==> config.mk <==
export PLATFORM = sky130hd
export DESIGN_NAME = alpha_bitmask_packer_unit
export DESIGN_NICKNAME = d
export VERILOG_FILES = /design/src/design/abp_pkg.sv /design/src/design/alpha_bitmask_packer_unit.sv /design/src/design/abp_scan.sv /design/src/design/abp_square.sv /design/src/design/abp_pack.sv
export SDC_FILE = /design/constraint.sdc
export NUM_CORES = 2
export LEC_CHECK = 0
export BUFFER_PORTS_ARGS = -buffer_cell sky130_fd_sc_hd__buf_2
export CAP_MARGIN = 20
export CORE_MARGIN = 2
export CORE_UTILIZATION = 38
export DETAILED_ROUTE_END_ITERATION = 8
export SLEW_MARGIN = 20
export SYNTH_ARGS = -nofsm -noshare
export SYNTH_HDL_FRONTEND = slang
export SYNTH_SLANG_ARGS = --single-unit
==> constraint.sdc <==
create_clock -name clock -period 6.36 [get_ports clock]
set_input_delay 0.636 -clock clock [delete_from_list [all_inputs] [get_ports clock]]
set_output_delay 0.636 -clock clock [all_outputs]
set_load 0.1 [all_outputs]
==> src/design/abp_pkg.sv <==
// Shared constants, types and a helper function for the alpha bitmask packer.
`default_nettype none

package abp_pkg;

   localparam int ABP_MAX_DIM = 4096;

   localparam int WORD_BITS   = 32;
   localparam int BIT_W       = 5;
   localparam int INDEX_W     = 19;
   localparam int DIST_W      = 35;
   localparam int ALPHA_W     = 8;
   localparam int DIM_CFG_W   = 13;
   localparam int DEC_W       = 4;
   localparam int PHASE_W     = 3;
   localparam int CENTER_W    = 17;
   localparam int CSR_INDEX_W = 3;
   localparam int CSR_DATA_W  = 17;
   localparam int DEC_MAX     = 8;

   localparam logic [DIST_W-1:0] DIST_MAX = '1;

   // register indexes of the configuration port
   typedef enum logic [CSR_INDEX_W-1:0] {
      CSR_IMAGE_WIDTH  = 3'd0,
      CSR_IMAGE_HEIGHT = 3'd1,
      CSR_DECIMATION   = 3'd2,
      CSR_CENTER_X     = 3'd3,
      CSR_CENTER_Y     = 3'd4
   } abp_csr_type;

   // per-item control travelling down the pipeline
   typedef struct packed {
      logic               opaque;
      logic               emit;
      logic               last;
      logic               clear;
      logic [BIT_W-1:0]   bit_pos;
      logic [INDEX_W-1:0] word_index;
   } abp_ctl_type;

   // signed width of a centre offset: 16*cell minus a Q.4 centre
   function automatic int abp_dx_width(input int max_dim);
      int cnt_w;
      int span_w;
      cnt_w  = $clog2(max_dim);
      span_w = cnt_w + 5;
      if (span_w < CENTER_W) begin
         span_w = CENTER_W;
      end
      return span_w + 1;
   endfunction

endpackage

`default_nettype wire

==> src/design/alpha_bitmask_packer_unit.sv <==
// Top level of the alpha bitmask packer: register file, limit clamps and the three stages.
//
//   channel | direction | transfer when         | payload
//   --------+-----------+-----------------------+-------------------------------------------
//   req     | in        | req_valid & req_ready | req_alpha
//   rsp     | out       | rsp_valid & rsp_ready | rsp_mask_word, rsp_word_index,
//           |           |                       | rsp_mask_done, rsp_max_dist_sq
//   csr     | in        | csr_write_en          | csr_index, csr_wdata
//
// One pixel is taken per cycle unless a held result stalls the input; a word appears on rsp
// once the pixel that completes it has passed the scan, square and pack registers in turn.
// The scan counters that set this pace advance only on a pixel that is taken.
// Reset is synchronous: counters, accumulators and valid flags clear, registers take
// their defaults (32 x 32, decimation 1, centre at origin). No clearing pass is needed.
// A held result stalls only pixels that would emit another word; pixels that emit nothing
// keep flowing while rsp_ready is low, so up to two pixels sit behind a waiting result.
`default_nettype none

module alpha_bitmask_packer_unit
   import abp_pkg::*;
#(
   parameter int MAX_DIM = ABP_MAX_DIM
) (
   input  wire                      clock,
   input  wire                      reset,
   input  wire                      csr_write_en,
   input  wire  [CSR_INDEX_W-1:0]   csr_index,
   input  wire  [CSR_DATA_W-1:0]    csr_wdata,
   input  wire                      req_valid,
   output logic                     req_ready,
   input  wire  [ALPHA_W-1:0]       req_alpha,
   output logic                     rsp_valid,
   input  wire                      rsp_ready,
   output logic [WORD_BITS-1:0]     rsp_mask_word,
   output logic [INDEX_W-1:0]       rsp_word_index,
   output logic                     rsp_mask_done,
   output logic [DIST_W-1:0]        rsp_max_dist_sq
);

   localparam int DIM_W = $clog2(MAX_DIM + 1);
   localparam int CMP_W = (DIM_W > DIM_CFG_W) ? DIM_W : DIM_CFG_W;
   localparam int DX_W  = abp_dx_width(MAX_DIM);
   localparam int SQ_W  = 2 * DX_W;

   // configuration registers
   logic [DIM_CFG_W-1:0]       width_ff, width_in;
   logic [DIM_CFG_W-1:0]       height_ff, height_in;
   logic [DEC_W-1:0]           dec_ff, dec_in;
   logic signed [CENTER_W-1:0] center_x_ff, center_x_in;
   logic signed [CENTER_W-1:0] center_y_ff, center_y_in;

   // clamped working values
   logic [CMP_W-1:0]           width_ext, height_ext, width_lim, height_lim;
   logic [DIM_W-1:0]           width_eff, height_eff;
   logic [DEC_W-1:0]           dec_eff;

   // stage links
   logic                       s1_valid, s1_ready;
   abp_ctl_type                s1_ctl;
   logic signed [DX_W-1:0]     s1_dx, s1_dy;
   logic                       s2_valid, s2_ready;
   abp_ctl_type                s2_ctl;
   logic [SQ_W-1:0]            s2_sq_x, s2_sq_y;

   // register writes: an index beyond the list is ignored
   always_comb begin
      width_in    = width_ff;
      height_in   = height_ff;
      dec_in      = dec_ff;
      center_x_in = center_x_ff;
      center_y_in = center_y_ff;
      if (csr_write_en) begin
         case (abp_csr_type'(csr_index))
            CSR_IMAGE_WIDTH: begin
               width_in = csr_wdata[DIM_CFG_W-1:0];
            end
            CSR_IMAGE_HEIGHT: begin
               height_in = csr_wdata[DIM_CFG_W-1:0];
            end
            CSR_DECIMATION: begin
               dec_in = csr_wdata[DEC_W-1:0];
            end
            CSR_CENTER_X: begin
               center_x_in = $signed(csr_wdata[CENTER_W-1:0]);
            end
            CSR_CENTER_Y: begin
               center_y_in = $signed(csr_wdata[CENTER_W-1:0]);
            end
            default: begin
            end
         endcase
      end
   end

   always_ff @(posedge clock) begin
      if (reset) begin
         width_ff    <= DIM_CFG_W'(32);
         height_ff   <= DIM_CFG_W'(32);
         dec_ff      <= DEC_W'(1);
         center_x_ff <= '0;
         center_y_ff <= '0;
      end else begin
         width_ff    <= width_in;
         height_ff   <= height_in;
         dec_ff      <= dec_in;
         center_x_ff <= center_x_in;
         center_y_ff <= center_y_in;
      end
   end

   // zero dimensions act as one, oversize ones saturate at the largest image;
   // decimation zero acts as one and anything above eight saturates
   always_comb begin
      width_ext  = CMP_W'(width_ff);
      height_ext = CMP_W'(height_ff);
      if (width_ext == '0) begin
         width_lim = CMP_W'(1);
      end else if (width_ext > CMP_W'(MAX_DIM)) begin
         width_lim = CMP_W'(MAX_DIM);
      end else begin
         width_lim = width_ext;
      end
      if (height_ext == '0) begin
         height_lim = CMP_W'(1);
      end else if (height_ext > CMP_W'(MAX_DIM)) begin
         height_lim = CMP_W'(MAX_DIM);
      end else begin
         height_lim = height_ext;
      end
      width_eff  = width_lim[DIM_W-1:0];
      height_eff = height_lim[DIM_W-1:0];
      if (dec_ff == '0) begin
         dec_eff = DEC_W'(1);
      end else if (dec_ff > DEC_W'(DEC_MAX)) begin
         dec_eff = DEC_W'(DEC_MAX);
      end else begin
         dec_eff = dec_ff;
      end
   end

   // walk the source raster, pick kept cells, work out word slots and offsets
   abp_scan #(
      .MAX_DIM (MAX_DIM)
   ) u_scan (
      .clock        (clock),
      .reset        (reset),
      .cfg_width    (width_eff),
      .cfg_height   (height_eff),
      .cfg_dec      (dec_eff),
      .cfg_center_x (center_x_ff),
      .cfg_center_y (center_y_ff),
      .in_valid     (req_valid),
      .in_ready     (req_ready),
      .in_alpha     (req_alpha),
      .out_valid    (s1_valid),
      .out_ready    (s1_ready),
      .out_ctl      (s1_ctl),
      .out_dx       (s1_dx),
      .out_dy       (s1_dy)
   );

   // square the offsets
   abp_square #(
      .MAX_DIM (MAX_DIM)
   ) u_square (
      .clock     (clock),
      .reset     (reset),
      .in_valid  (s1_valid),
      .in_ready  (s1_ready),
      .in_ctl    (s1_ctl),
      .in_dx     (s1_dx),
      .in_dy     (s1_dy),
      .out_valid (s2_valid),
      .out_ready (s2_ready),
      .out_ctl   (s2_ctl),
      .out_sq_x  (s2_sq_x),
      .out_sq_y  (s2_sq_y)
   );

   // fold into the current word and the running maximum, hold the result
   abp_pack #(
      .MAX_DIM (MAX_DIM)
   ) u_pack (
      .clock           (clock),
      .reset           (reset),
      .in_valid        (s2_valid),
      .in_ready        (s2_ready),
      .in_ctl          (s2_ctl),
      .in_sq_x         (s2_sq_x),
      .in_sq_y         (s2_sq_y),
      .rsp_valid       (rsp_valid),
      .rsp_ready       (rsp_ready),
      .rsp_mask_word   (rsp_mask_word),
      .rsp_word_index  (rsp_word_index),
      .rsp_mask_done   (rsp_mask_done),
      .rsp_max_dist_sq (rsp_max_dist_sq)
   );

`ifndef ASSERT_OFF
   // input is refused only when a result is waiting on the output
   a_stall_needs_result: assert property (@(posedge clock) disable iff (reset)
      !req_ready |-> rsp_valid)
      else $error("input stalled with no result pending");

   // a pixel that emits nothing never waits in the square stage
   a_silent_flows: assert property (@(posedge clock) disable iff (reset)
      s2_valid && !s2_ctl.emit |-> s2_ready)
      else $error("non-emitting pixel held in square stage");

   // the final word of a mask is always an emitted word
   a_last_is_emit: assert property (@(posedge clock) disable iff (reset)
      s1_valid && s1_ctl.last |-> s1_ctl.emit)
      else $error("last flag on a pixel that emits no word");

   // distance is zero on every word but the final one
   a_dist_only_done: assert property (@(posedge clock) disable iff (reset)
      rsp_valid && !rsp_mask_done |-> rsp_max_dist_sq == '0)
      else $error("distance on a word that is not the final one");

   // nothing comes out in the cycle after reset
   a_reset_quiet: assert property (@(posedge clock)
      reset |=> !rsp_valid)
      else $error("result valid straight after reset");
`endif

endmodule

`default_nettype wire

==> src/design/abp_scan.sv <==
// Scan stage: source and cell counters, mask bounds, word slots and centre offsets.
`default_nettype none

module abp_scan
   import abp_pkg::*;
#(
   parameter int MAX_DIM = ABP_MAX_DIM
) (
   input  wire                                      clock,
   input  wire                                      reset,
   input  wire  [$clog2(MAX_DIM+1)-1:0]             cfg_width,
   input  wire  [$clog2(MAX_DIM+1)-1:0]             cfg_height,
   input  wire  [DEC_W-1:0]                         cfg_dec,
   input  wire  signed [CENTER_W-1:0]               cfg_center_x,
   input  wire  signed [CENTER_W-1:0]               cfg_center_y,
   input  wire                                      in_valid,
   output logic                                     in_ready,
   input  wire  [ALPHA_W-1:0]                       in_alpha,
   output logic                                     out_valid,
   input  wire                                      out_ready,
   output abp_ctl_type                              out_ctl,
   output logic signed [abp_dx_width(MAX_DIM)-1:0]  out_dx,
   output logic signed [abp_dx_width(MAX_DIM)-1:0]  out_dy
);

   localparam int CNT_W  = $clog2(MAX_DIM);
   localparam int PROD_W = CNT_W + 1 + DEC_W;
   localparam int DX_W   = abp_dx_width(MAX_DIM);

   logic [CNT_W-1:0]   src_col_ff, src_col_in;
   logic [CNT_W-1:0]   src_row_ff, src_row_in;
   logic [CNT_W-1:0]   cell_col_ff, cell_col_in;
   logic [CNT_W-1:0]   cell_row_ff, cell_row_in;
   logic [PHASE_W-1:0] phase_col_ff, phase_col_in;
   logic [PHASE_W-1:0] phase_row_ff, phase_row_in;
   logic [INDEX_W-1:0] word_count_ff, word_count_in;
   logic               valid_ff, valid_in;
   abp_ctl_type        ctl_ff, ctl_in;
   logic signed [DX_W-1:0] dx_ff, dx_in;
   logic signed [DX_W-1:0] dy_ff, dy_in;

   logic               fire;
   logic [CNT_W:0]     col_cell_step, row_cell_step;
   logic [CNT_W:0]     src_col_step, src_row_step;
   logic [PHASE_W:0]   phase_col_step, phase_row_step;
   logic [PROD_W-1:0]  col_prod, row_prod, col_rest, row_rest;
   logic [PROD_W-1:0]  width_ext, height_ext, dec_ext;
   logic               in_col, in_row, last_col, last_row, kept, full_word;
   logic               col_wrap, row_wrap;

   assign in_ready = !valid_ff || out_ready;
   assign fire     = in_valid && in_ready;

   always_comb begin
      width_ext     = PROD_W'(cfg_width);
      height_ext    = PROD_W'(cfg_height);
      dec_ext       = PROD_W'(cfg_dec);
      col_cell_step = {1'b0, cell_col_ff} + (CNT_W+1)'(1);
      row_cell_step = {1'b0, cell_row_ff} + (CNT_W+1)'(1);
      // cell < floor(dim/dec)  <=>  (cell+1)*dec <= dim
      col_prod      = PROD_W'(col_cell_step) * dec_ext;
      row_prod      = PROD_W'(row_cell_step) * dec_ext;
      in_col        = col_prod <= width_ext;
      in_row        = row_prod <= height_ext;
      col_rest      = width_ext - col_prod;
      row_rest      = height_ext - row_prod;
      last_col      = in_col && (col_rest < dec_ext);
      last_row      = in_row && (row_rest < dec_ext);
      kept          = (phase_col_ff == '0) && (phase_row_ff == '0) && in_col && in_row;
      full_word     = cell_col_ff[BIT_W-1:0] == BIT_W'(WORD_BITS - 1);

      ctl_in.opaque     = kept && (in_alpha != '0);
      ctl_in.emit       = kept && (full_word || last_col);
      ctl_in.last       = kept && last_col && last_row;
      ctl_in.bit_pos    = cell_col_ff[BIT_W-1:0];
      ctl_in.word_index = word_count_ff;

      dx_in = DX_W'($signed({1'b0, cell_col_ff, 4'b0000})) - DX_W'(cfg_center_x);
      dy_in = DX_W'($signed({1'b0, cell_row_ff, 4'b0000})) - DX_W'(cfg_center_y);

      src_col_step   = {1'b0, src_col_ff} + (CNT_W+1)'(1);
      src_row_step   = {1'b0, src_row_ff} + (CNT_W+1)'(1);
      phase_col_step = {1'b0, phase_col_ff} + (PHASE_W+1)'(1);
      phase_row_step = {1'b0, phase_row_ff} + (PHASE_W+1)'(1);
      col_wrap       = src_col_step >= (CNT_W+1)'(cfg_width);
      row_wrap       = src_row_step >= (CNT_W+1)'(cfg_height);
      ctl_in.clear   = col_wrap && row_wrap;

      src_col_in    = src_col_ff;
      src_row_in    = src_row_ff;
      cell_col_in   = cell_col_ff;
      cell_row_in   = cell_row_ff;
      phase_col_in  = phase_col_ff;
      phase_row_in  = phase_row_ff;
      word_count_in = word_count_ff;

      if (fire) begin
         if (ctl_in.emit) begin
            word_count_in = word_count_ff + INDEX_W'(1);
         end
         if (col_wrap) begin
            src_col_in   = '0;
            phase_col_in = '0;
            cell_col_in  = '0;
            if (row_wrap) begin
               src_row_in    = '0;
               phase_row_in  = '0;
               cell_row_in   = '0;
               word_count_in = '0;
            end else begin
               src_row_in = src_row_step[CNT_W-1:0];
               if (phase_row_step >= cfg_dec) begin
                  phase_row_in = '0;
                  cell_row_in  = row_cell_step[CNT_W-1:0];
               end else begin
                  phase_row_in = phase_row_step[PHASE_W-1:0];
               end
            end
         end else begin
            src_col_in = src_col_step[CNT_W-1:0];
            if (phase_col_step >= cfg_dec) begin
               phase_col_in = '0;
               cell_col_in  = col_cell_step[CNT_W-1:0];
            end else begin
               phase_col_in = phase_col_step[PHASE_W-1:0];
            end
         end
      end

      valid_in = in_ready ? in_valid : valid_ff;
   end

   always_ff @(posedge clock) begin
      if (reset) begin
         src_col_ff    <= '0;
         src_row_ff    <= '0;
         cell_col_ff   <= '0;
         cell_row_ff   <= '0;
         phase_col_ff  <= '0;
         phase_row_ff  <= '0;
         word_count_ff <= '0;
         valid_ff      <= 1'b0;
      end else begin
         src_col_ff    <= src_col_in;
         src_row_ff    <= src_row_in;
         cell_col_ff   <= cell_col_in;
         cell_row_ff   <= cell_row_in;
         phase_col_ff  <= phase_col_in;
         phase_row_ff  <= phase_row_in;
         word_count_ff <= word_count_in;
         valid_ff      <= valid_in;
      end
   end

   always_ff @(posedge clock) begin
      if (fire) begin
         ctl_ff <= ctl_in;
         dx_ff  <= dx_in;
         dy_ff  <= dy_in;
      end
   end

   assign out_valid = valid_ff;
   assign out_ctl   = ctl_ff;
   assign out_dx    = dx_ff;
   assign out_dy    = dy_ff;

endmodule

`default_nettype wire

==> src/design/abp_square.sv <==
// Square stage: squares of the centre offsets, registered.
`default_nettype none

module abp_square
   import abp_pkg::*;
#(
   parameter int MAX_DIM = ABP_MAX_DIM
) (
   input  wire                                        clock,
   input  wire                                        reset,
   input  wire                                        in_valid,
   output logic                                       in_ready,
   input  abp_ctl_type                                in_ctl,
   input  wire  signed [abp_dx_width(MAX_DIM)-1:0]    in_dx,
   input  wire  signed [abp_dx_width(MAX_DIM)-1:0]    in_dy,
   output logic                                       out_valid,
   input  wire                                        out_ready,
   output abp_ctl_type                                out_ctl,
   output logic [2*abp_dx_width(MAX_DIM)-1:0]         out_sq_x,
   output logic [2*abp_dx_width(MAX_DIM)-1:0]         out_sq_y
);

   localparam int SQ_W = 2 * abp_dx_width(MAX_DIM);

   logic              valid_ff, valid_in;
   abp_ctl_type       ctl_ff;
   logic [SQ_W-1:0]   sq_x_ff, sq_y_ff;
   logic signed [SQ_W-1:0] sq_x_in, sq_y_in;
   logic              fire;

   assign in_ready = !valid_ff || out_ready;
   assign fire     = in_valid && in_ready;
   assign sq_x_in  = SQ_W'(in_dx) * SQ_W'(in_dx);
   assign sq_y_in  = SQ_W'(in_dy) * SQ_W'(in_dy);
   assign valid_in = in_ready ? in_valid : valid_ff;

   always_ff @(posedge clock) begin
      if (reset) begin
         valid_ff <= 1'b0;
      end else begin
         valid_ff <= valid_in;
      end
   end

   always_ff @(posedge clock) begin
      if (fire) begin
         ctl_ff  <= in_ctl;
         sq_x_ff <= $unsigned(sq_x_in);
         sq_y_ff <= $unsigned(sq_y_in);
      end
   end

   assign out_valid = valid_ff;
   assign out_ctl   = ctl_ff;
   assign out_sq_x  = sq_x_ff;
   assign out_sq_y  = sq_y_ff;

endmodule

`default_nettype wire

==> src/design/abp_pack.sv <==
// Pack stage: word accumulation, running maximum distance and result register.
`default_nettype none

module abp_pack
   import abp_pkg::*;
#(
   parameter int MAX_DIM = ABP_MAX_DIM
) (
   input  wire                                   clock,
   input  wire                                   reset,
   input  wire                                   in_valid,
   output logic                                  in_ready,
   input  abp_ctl_type                           in_ctl,
   input  wire  [2*abp_dx_width(MAX_DIM)-1:0]    in_sq_x,
   input  wire  [2*abp_dx_width(MAX_DIM)-1:0]    in_sq_y,
   output logic                                  rsp_valid,
   input  wire                                   rsp_ready,
   output logic [WORD_BITS-1:0]                  rsp_mask_word,
   output logic [INDEX_W-1:0]                    rsp_word_index,
   output logic                                  rsp_mask_done,
   output logic [DIST_W-1:0]                     rsp_max_dist_sq
);

   localparam int SQ_W = 2 * abp_dx_width(MAX_DIM);

   logic [WORD_BITS-1:0] word_acc_ff, word_acc_in;
   logic [DIST_W-1:0]    best_dist_ff, best_dist_in;
   logic                 rsp_valid_ff, rsp_valid_in;
   logic [WORD_BITS-1:0] mask_word_ff;
   logic [INDEX_W-1:0]   word_index_ff;
   logic                 mask_done_ff;
   logic [DIST_W-1:0]    max_dist_ff;

   logic                 fire;
   logic [SQ_W:0]        dist_sum;
   logic [DIST_W-1:0]    dist_sat, best_new;
   logic [WORD_BITS-1:0] word_new, bit_mask;

   assign in_ready = !in_ctl.emit || !rsp_valid_ff || rsp_ready;
   assign fire     = in_valid && in_ready;

   always_comb begin
      dist_sum = {1'b0, in_sq_x} + {1'b0, in_sq_y};
      dist_sat = (dist_sum > (SQ_W+1)'(DIST_MAX)) ? DIST_MAX : dist_sum[DIST_W-1:0];
      best_new = (in_ctl.opaque && (dist_sat > best_dist_ff)) ? dist_sat : best_dist_ff;
      bit_mask = WORD_BITS'(1) << in_ctl.bit_pos;
      word_new = in_ctl.opaque ? (word_acc_ff | bit_mask) : word_acc_ff;

      word_acc_in  = word_acc_ff;
      best_dist_in = best_dist_ff;
      if (fire) begin
         word_acc_in  = in_ctl.emit ? '0 : word_new;
         best_dist_in = best_new;
         // end of frame: drop everything gathered so far
         if (in_ctl.clear) begin
            word_acc_in  = '0;
            best_dist_in = '0;
         end
      end

      if (fire && in_ctl.emit) begin
         rsp_valid_in = 1'b1;
      end else if (rsp_ready) begin
         rsp_valid_in = 1'b0;
      end else begin
         rsp_valid_in = rsp_valid_ff;
      end
   end

   always_ff @(posedge clock) begin
      if (reset) begin
         word_acc_ff  <= '0;
         best_dist_ff <= '0;
         rsp_valid_ff <= 1'b0;
      end else begin
         word_acc_ff  <= word_acc_in;
         best_dist_ff <= best_dist_in;
         rsp_valid_ff <= rsp_valid_in;
      end
   end

   always_ff @(posedge clock) begin
      if (fire && in_ctl.emit) begin
         mask_word_ff  <= word_new;
         word_index_ff <= in_ctl.word_index;
         mask_done_ff  <= in_ctl.last;
         max_dist_ff   <= in_ctl.last ? best_new : '0;
      end
   end

   assign rsp_valid       = rsp_valid_ff;
   assign rsp_mask_word   = mask_word_ff;
   assign rsp_word_index  = word_index_ff;
   assign rsp_mask_done   = mask_done_ff;
   assign rsp_max_dist_sq = max_dist_ff;

endmodule

`default_nettype wire
## Word-level counts from Yosys, hierarchy flattened

Cells that the tools add are included.

- $add $sub $neg: 12
- Multiply operators: 4
- Div/mod/pow operators: 0
- Order comparisons: 13
- Eq/ne operators: 5
- Shift operators: 1
- Mux-type cells: 27
- Bitwise logic cells: 1
- Reduce and logical (&&, ||, !) cells: 42

Operator list:

| cell | count |
|---|---|
| 35-bit two-way mux | 3 |
| 32-bit two-way mux | 3 |
| 18-bit by 18-bit multiplier with 36-bit output | 2 |
| 12-bit two-way mux | 6 |
| 19-bit two-way mux | 3 |
| 12-bit by 1-bit adder with 13-bit output, second input constant | 4 |
| 13-bit two-way mux | 4 |
| 36-bit by 36-bit adder with 37-bit output | 1 |
| 37-bit by 35-bit > comparator with 1-bit output, second input constant | 1 |
| 17-bit by 17-bit subtractor with 18-bit output | 2 |
| 35-bit > comparator | 1 |
| 17-bit by 13-bit less-or-equal comparator with 1-bit output | 2 |
| 17-bit by 4-bit less-than comparator with 1-bit output | 2 |
| 13-bit by 4-bit multiplier with 17-bit output | 2 |
| 13-bit by 17-bit subtractor with 17-bit output | 2 |
| 32-bit bitwise OR | 1 |
| 1-bit by 5-bit left shift with 32-bit output, first input constant | 1 |
| 13-bit greater-or-equal comparator | 2 |
| 13-bit > comparator, second input constant | 2 |
| 13-bit zero test | 2 |
| 19-bit by 1-bit adder with 19-bit output, second input constant | 1 |
| 1-bit logical AND | 15 |
| 2-bit AND reduction | 7 |
| 3-bit two-way mux | 4 |
| other kinds (16) | 32 |

- Flip-flop bits (word level): 458
- Latch bits: 0
- Memory bits (writable): 0
- Bits in read-only memories: 0
- Bits of input ports: 33
- Output and inout bits: 89
- Word-level logic and storage cells: 142
- Memories kept: 0

## Longest topological paths before layout

- Word-level depth: 12
- Mapped depth: 29
- Depth with buffers taken out: 27

## Modules after synthesis

A second synthesis with hierarchy kept.

- Cell total of the unflattened synthesis: 5307
- Area, all modules: 49289.8 µm²

Modules (own cells, without submodules):

| module | times used | cells an instance | area each (µm²) | seq. area each (µm²) |
|---|---|---|---|---|
| abp_square | 1 | 2535 | 25021.5 | 2962.8 |
| abp_scan | 1 | 1481 | 12585.8 | 3403.3 |
| abp_pack | 1 | 969 | 9152.5 | 3973.8 |
| alpha_bitmask_packer_unit | 1 | 322 | 2529.9 | 1281.2 |

## Worst setup path before layout

Ideal clock, no wire load.

- Path type: register to register
- Start point: register u_scan.dy_ff[5] (netlist: u_scan.out_dy[5])
- End point: register u_square.sq_y_ff[34] (netlist: u_square.out_sq_y[34]) (data pin)
- Setup time: 279 ps
- Arrival time: 6002 ps
- Required time: 6081 ps
- Path slack: 79 ps
- Cell stages (with the launch flop): 23
- Buffers on the path: 2
- Period minus slack after synthesis: 6281 ps
- Path through: edfxtp_1 > clkbuf_1 > clkbuf_1 > nand2_1 > fa_1 > inv_1 > fa_1 > inv_1 > fa_1 > fa_1 > fa_1 > inv_1 > fa_1 > ha_1 > nand3_1 > nor2_1 > a22oi_1 > a31oi_1 > a21oi_1 > a211o_1 > a211oi_1 > or2_2 > o311ai_1

- Longest elaborated chain between the ends: 1

RTL lines:

| item | RTL line | RTL |
|---|---|---|
| from (decl) | abp_scan.sv:40 | `logic signed [DX_W-1:0] dy_ff, dy_in;` |
| from (signal assigned) | abp_scan.sv:159 | `dy_ff <= dy_in;` |
| 18-bit by 18-bit multiplier with 36-bit output | abp_square.sv:34 | `assign sq_y_in = SQ_W'(in_dy) * SQ_W'(in_dy);` |
| named net u_square.sq_y_in[34] | abp_square.sv:28 | `logic signed [SQ_W-1:0] sq_x_in, sq_y_in;` |
| to (signal assigned) | abp_square.sv:49 | `sq_y_ff <= $unsigned(sq_y_in);` |
| to (decl) | abp_square.sv:27 | `logic [SQ_W-1:0] sq_x_ff, sq_y_ff;` |

The timed path passes the listed nets, and every way through them passes these cells.
A chain may end at the register's enable or synchronous reset.

## Worst setup path after layout

- Start point: register u_scan.dx_ff[11] (netlist: u_scan.out_dx[11])
- End point: register u_square.sq_x_ff[34] (netlist: u_square.out_sq_x[34]) (data pin)

- Longest elaborated chain between the ends: 1

RTL lines:

| item | RTL line | RTL |
|---|---|---|
| from (decl) | abp_scan.sv:39 | `logic signed [DX_W-1:0] dx_ff, dx_in;` |
| from (signal assigned) | abp_scan.sv:158 | `dx_ff <= dx_in;` |
| 18-bit by 18-bit multiplier with 36-bit output | abp_square.sv:33 | `assign sq_x_in = SQ_W'(in_dx) * SQ_W'(in_dx);` |
| named net u_square.sq_x_in[34] | abp_square.sv:28 |  |
| to (signal assigned) | abp_square.sv:48 | `sq_x_ff <= $unsigned(sq_x_in);` |
| to (decl) | abp_square.sv:27 |  |

The timed path passes the listed nets, and every way through them passes these cells.

==> impl_metrics.env <==
export IMPL_drv_cap=0
export IMPL_area_growth_pct=15.0
export IMPL_dp_cells=6883
export IMPL_synth_ff_type="edfxtp_1"
export IMPL_die_w_um=359
export IMPL_grt_max_degree=85
export IMPL_instances_no_fill=7047
export IMPL_grt_usage_pct=19.4
export IMPL_yosys_cell_types_count=90
export IMPL_clk_latency_ns=0.63
export IMPL_yosys_area_top_type="fa_1"
export IMPL_worstSetupPathType="reg2reg"
export IMPL_syn_nets=6123
export IMPL_start_kind="flip-flop"
export IMPL_crit_buf_inv=5
export IMPL_synthArstFlopShare_pct=0
export IMPL_cts_buffer_depth=3
export IMPL_status="complete, no violations"
export IMPL_via_per_inst=5.07
export IMPL_endpoint="u_square.out_sq_x[34]$_DFFE_PP_"
export IMPL_synth_edf_count=249
export IMPL_drive_above_1_share_pct=14.0
export IMPL_synth_compound_area_share_pct=11.5
export IMPL_tritoncts="yes"
export IMPL_r2r_end="u_square.out_sq_x[34]$_DFFE_PP_"
export IMPL_cp_startpoint="u_scan.out_dx[11]$_DFFE_PP_"
export IMPL_slew_headroom_pct=28.3
export IMPL_synth_xor_area_share_pct=3.73
export IMPL_die_y_um=359
export IMPL_placementRows=130
export IMPL_synth_top_family_by_area="adder cells"
export IMPL_worstPathArrival_ns=6.67
export IMPL_grt_antenna_before_repair=10
export IMPL_cts_buffers=51
export IMPL_fin_area_sq_um=55200
export IMPL_hp_class="in2reg"
export IMPL_postPlaceCellArea_sq_um=52000
export IMPL_grt_overflow=0
export IMPL_vias=35700
export IMPL_setup_viol_count_final=0
export IMPL_synth_simple_area_share_pct=13.5
export IMPL_muxShareOfSynthArea_pct=0.279
export IMPL_clock_sinks=456
export IMPL_grt_pass1_vias=36800
export IMPL_slowest_delay_ns=0.59
export IMPL_fin_ws_ns=0.121
export IMPL_synth_top_area_share_pct=26.8
export IMPL_final_hold_violation_count=0
export IMPL_crit_slowest_cell="fa_1"
export IMPL_yosys_top_cells_count="inv_1 (964), fa_1 (643), nand2_1 (500)"
export IMPL_dieArea_sq_um=129000
export IMPL_cp_common_cell="fa_1"
export IMPL_cts_hold_buf=0
export IMPL_path_clk_slew_ns=0.07
export IMPL_core_area_sq_um=125000
export IMPL_crit_chain="buf_4 -> buf_4 -> and2_1 -> fa_1 -> inv_1 -> fa_1 -> fa_1 -> fa_1 -> fa_1 -> inv_1 -> fa_1 -> ha_1 -> a21o_1 -> a21o_1 -> a21oi_2 -> buf_4 -> nand2_1 -> o211ai_1 -> nand3_1 -> a2111o_1 -> o211ai_1"
export IMPL_skew_ns=0.0258
export IMPL_required_ns=6.79
export IMPL_drt_wl_total_mm=125
export IMPL_avgSynthCellArea_sq_um=9.54
export IMPL_grt_pass1_wl_mm=200
export IMPL_syn_inst=5026
export IMPL_reg2reg_slack_ns=0.12
export IMPL_hpwl_mm=101
export IMPL_cpLargestDelayFamily="adder cells"
export IMPL_io_pins=122
export IMPL_drc=0
export IMPL_rsz0062_at_grt="true"
export IMPL_wl_per_cell_um=17.8
export IMPL_cts_max_level=2
export IMPL_fmax_mhz=160
export IMPL_cts_root_buffer="clkbuf_16"
export IMPL_min_period_ns=6.24
export IMPL_worstMarginPinSlew_ns=1.07
export IMPL_io_buffers=121
export IMPL_syn_area_sq_um=48000
export IMPL_synth_seq_area_share_pct=24.2
export IMPL_routabilityCongestion=0.893
export IMPL_synthTopCellsByArea="fa_1 (27%), edfxtp_1 (16%), ha_1 (11%), dfxtp_1 (8.6%), inv_1 (7.5%)"
export IMPL_yosysMostFrequentCell="inv_1"
export IMPL_yosysWarnings=0
export IMPL_holdWs_ns=0.265
export IMPL_path_depth=21
export IMPL_endpoint_kind="flip-flop"
export IMPL_synthAdderAreaFrac_pct=37.8
export IMPL_pre_cts_ws_ns=-0.373
export IMPL_crit_fanout=10
export IMPL_drtAntennaViolNets=0
export IMPL_initial_core_util_pct=38.2
export IMPL_layout_nets=6451
export IMPL_period_share_pct=98.1
export IMPL_ff2ff_path_depth=21
export IMPL_first_pass_iters=7
export IMPL_finalMaxSlewViolations=0
export IMPL_r2r_start="u_scan.out_dx[11]$_DFFE_PP_"
export IMPL_synth_seq_cells=456
export IMPL_drtIter0Drc=2250
-- layout by cell type, fill, tap and decap left out, drive strengths merged, types with 26 or more instances in the layout --
cell type,synthesis,final
a211oi,26,26
a21o,91,91
a21oi,253,253
a32oi,33,33
and2,151,151
and3,60,60
buf,14,436
clkbuf,148,66
dfxtp,207,207
edfxtp,249,249
fa,643,643
ha,421,421
inv,966,969
nand2,500,500
nand2b,69,69
nand3,56,56
nand3b,26,26
nand4,29,29
nor2,253,253
nor2b,41,41
nor3,66,66
o21a,35,35
o21ai,153,153
o31ai,28,28
xnor2,127,127
xor2,77,77
-- registers in the layout (all words and copies together), names as in the netlist, 13 cells and up --
register                cells
center_y_ff                17
width_ext                  13
u_scan.out_ctl             28
height_ext                 13
u_pack.best_dist_ff        35
u_pack.word_acc_ff         32
u_square.out_ctl           28
u_scan.out_dx              18
center_x_ff                17
u_pack.rsp_word_index      19
u_scan.word_count_ff       19
u_pack.rsp_max_dist_sq     35
u_square.out_sq_x          35
u_scan.out_dy              18
u_pack.rsp_mask_word       32
u_square.out_sq_y          35
-- final cells by class --
cell class	count	area [sq um]
inverter	966	3640
clock buffer	65	1370
sequential	456	11600
multi-input combinational	3442	33000
antenna	2	5.00
tap	1650	2060
clock inverter	29	317
fill	12000	70200
timing repair buffer	437	3160
-- worst min path at each step --
stage                                        startpoint                            endpoint  slack, ns  cells after the start
after floorplan           u_square.out_ctl[0]$_DFFE_PP_  u_pack.rsp_word_index[0]$_DFFE_PP_       0.40                      0
after global placement     u_scan.out_ctl[27]$_DFFE_PP_      u_square.out_ctl[27]$_DFFE_PP_       0.40                      0
after detailed placement   u_scan.out_ctl[16]$_DFFE_PP_      u_square.out_ctl[16]$_DFFE_PP_       0.41                      0
after CTS                                     req_valid       u_scan.out_valid$_SDFFE_PP0N_       0.23                      3
after global routing                          req_valid       u_scan.out_valid$_SDFFE_PP0N_       0.29                      3
final                                         req_valid       u_scan.out_valid$_SDFFE_PP0N_       0.26                      3
-- repair_timing --
action	4_1_cts	5_1_grt
gates resized for setup	18	213
setup endpoints to repair	29	75
gates cloned	0	1
pin swaps	2	108
setup buffers	18	50
endpoints found under the hold margin	0	0
-- routing by layer --
layer  routed length (um)  track usage [%]  part of all wire, %  vias to the layer above
li1                     -                -                    -                    17000
met1                58500             27.1                   47                    17700
met2                57700             31.8                   46                      798
met3                 6200             2.68                  4.9                      170
met4                 2850             4.29                  2.3                       14
met5                   88                0                0.070                        -
-- logic make-up after synthesis --
family,Yosys count
compound gates,828
xor+xnor,204
simple gates,1333
flops,456
fa+ha+maj,1064
mux,13
buf+inv,1128
-- stage by stage --
step | setup TNS (ns) | util, %
detailed placement | -2.16 | 41.4
global route | -0.987 | 44.0
CTS | -0.00344 | 43.0
finish | 0 | 44.0
global placement | -1.67 | 41.4
floorplan | 0 | -
-- worst reg2reg max path, cell delays in order (launching register included) --
cell      delay (ns)
edfxtp_1        0.49
buf_4           0.19
buf_4           0.17
and2_1          0.17
fa_1            0.53
inv_1           0.08
fa_1            0.51
fa_1            0.59
fa_1            0.45
fa_1            0.49
inv_1           0.05
fa_1            0.36
ha_1            0.34
a21o_1          0.16
a21o_1          0.18
a21oi_2         0.16
buf_4           0.14
nand2_1         0.06
o211ai_1        0.30
nand3_1         0.16
a2111o_1        0.39
o211ai_1        0.11
Power is left out: the tool's default activity adds up to more than one toggle a clock period on the data nets, which glitch-free logic cannot reach.
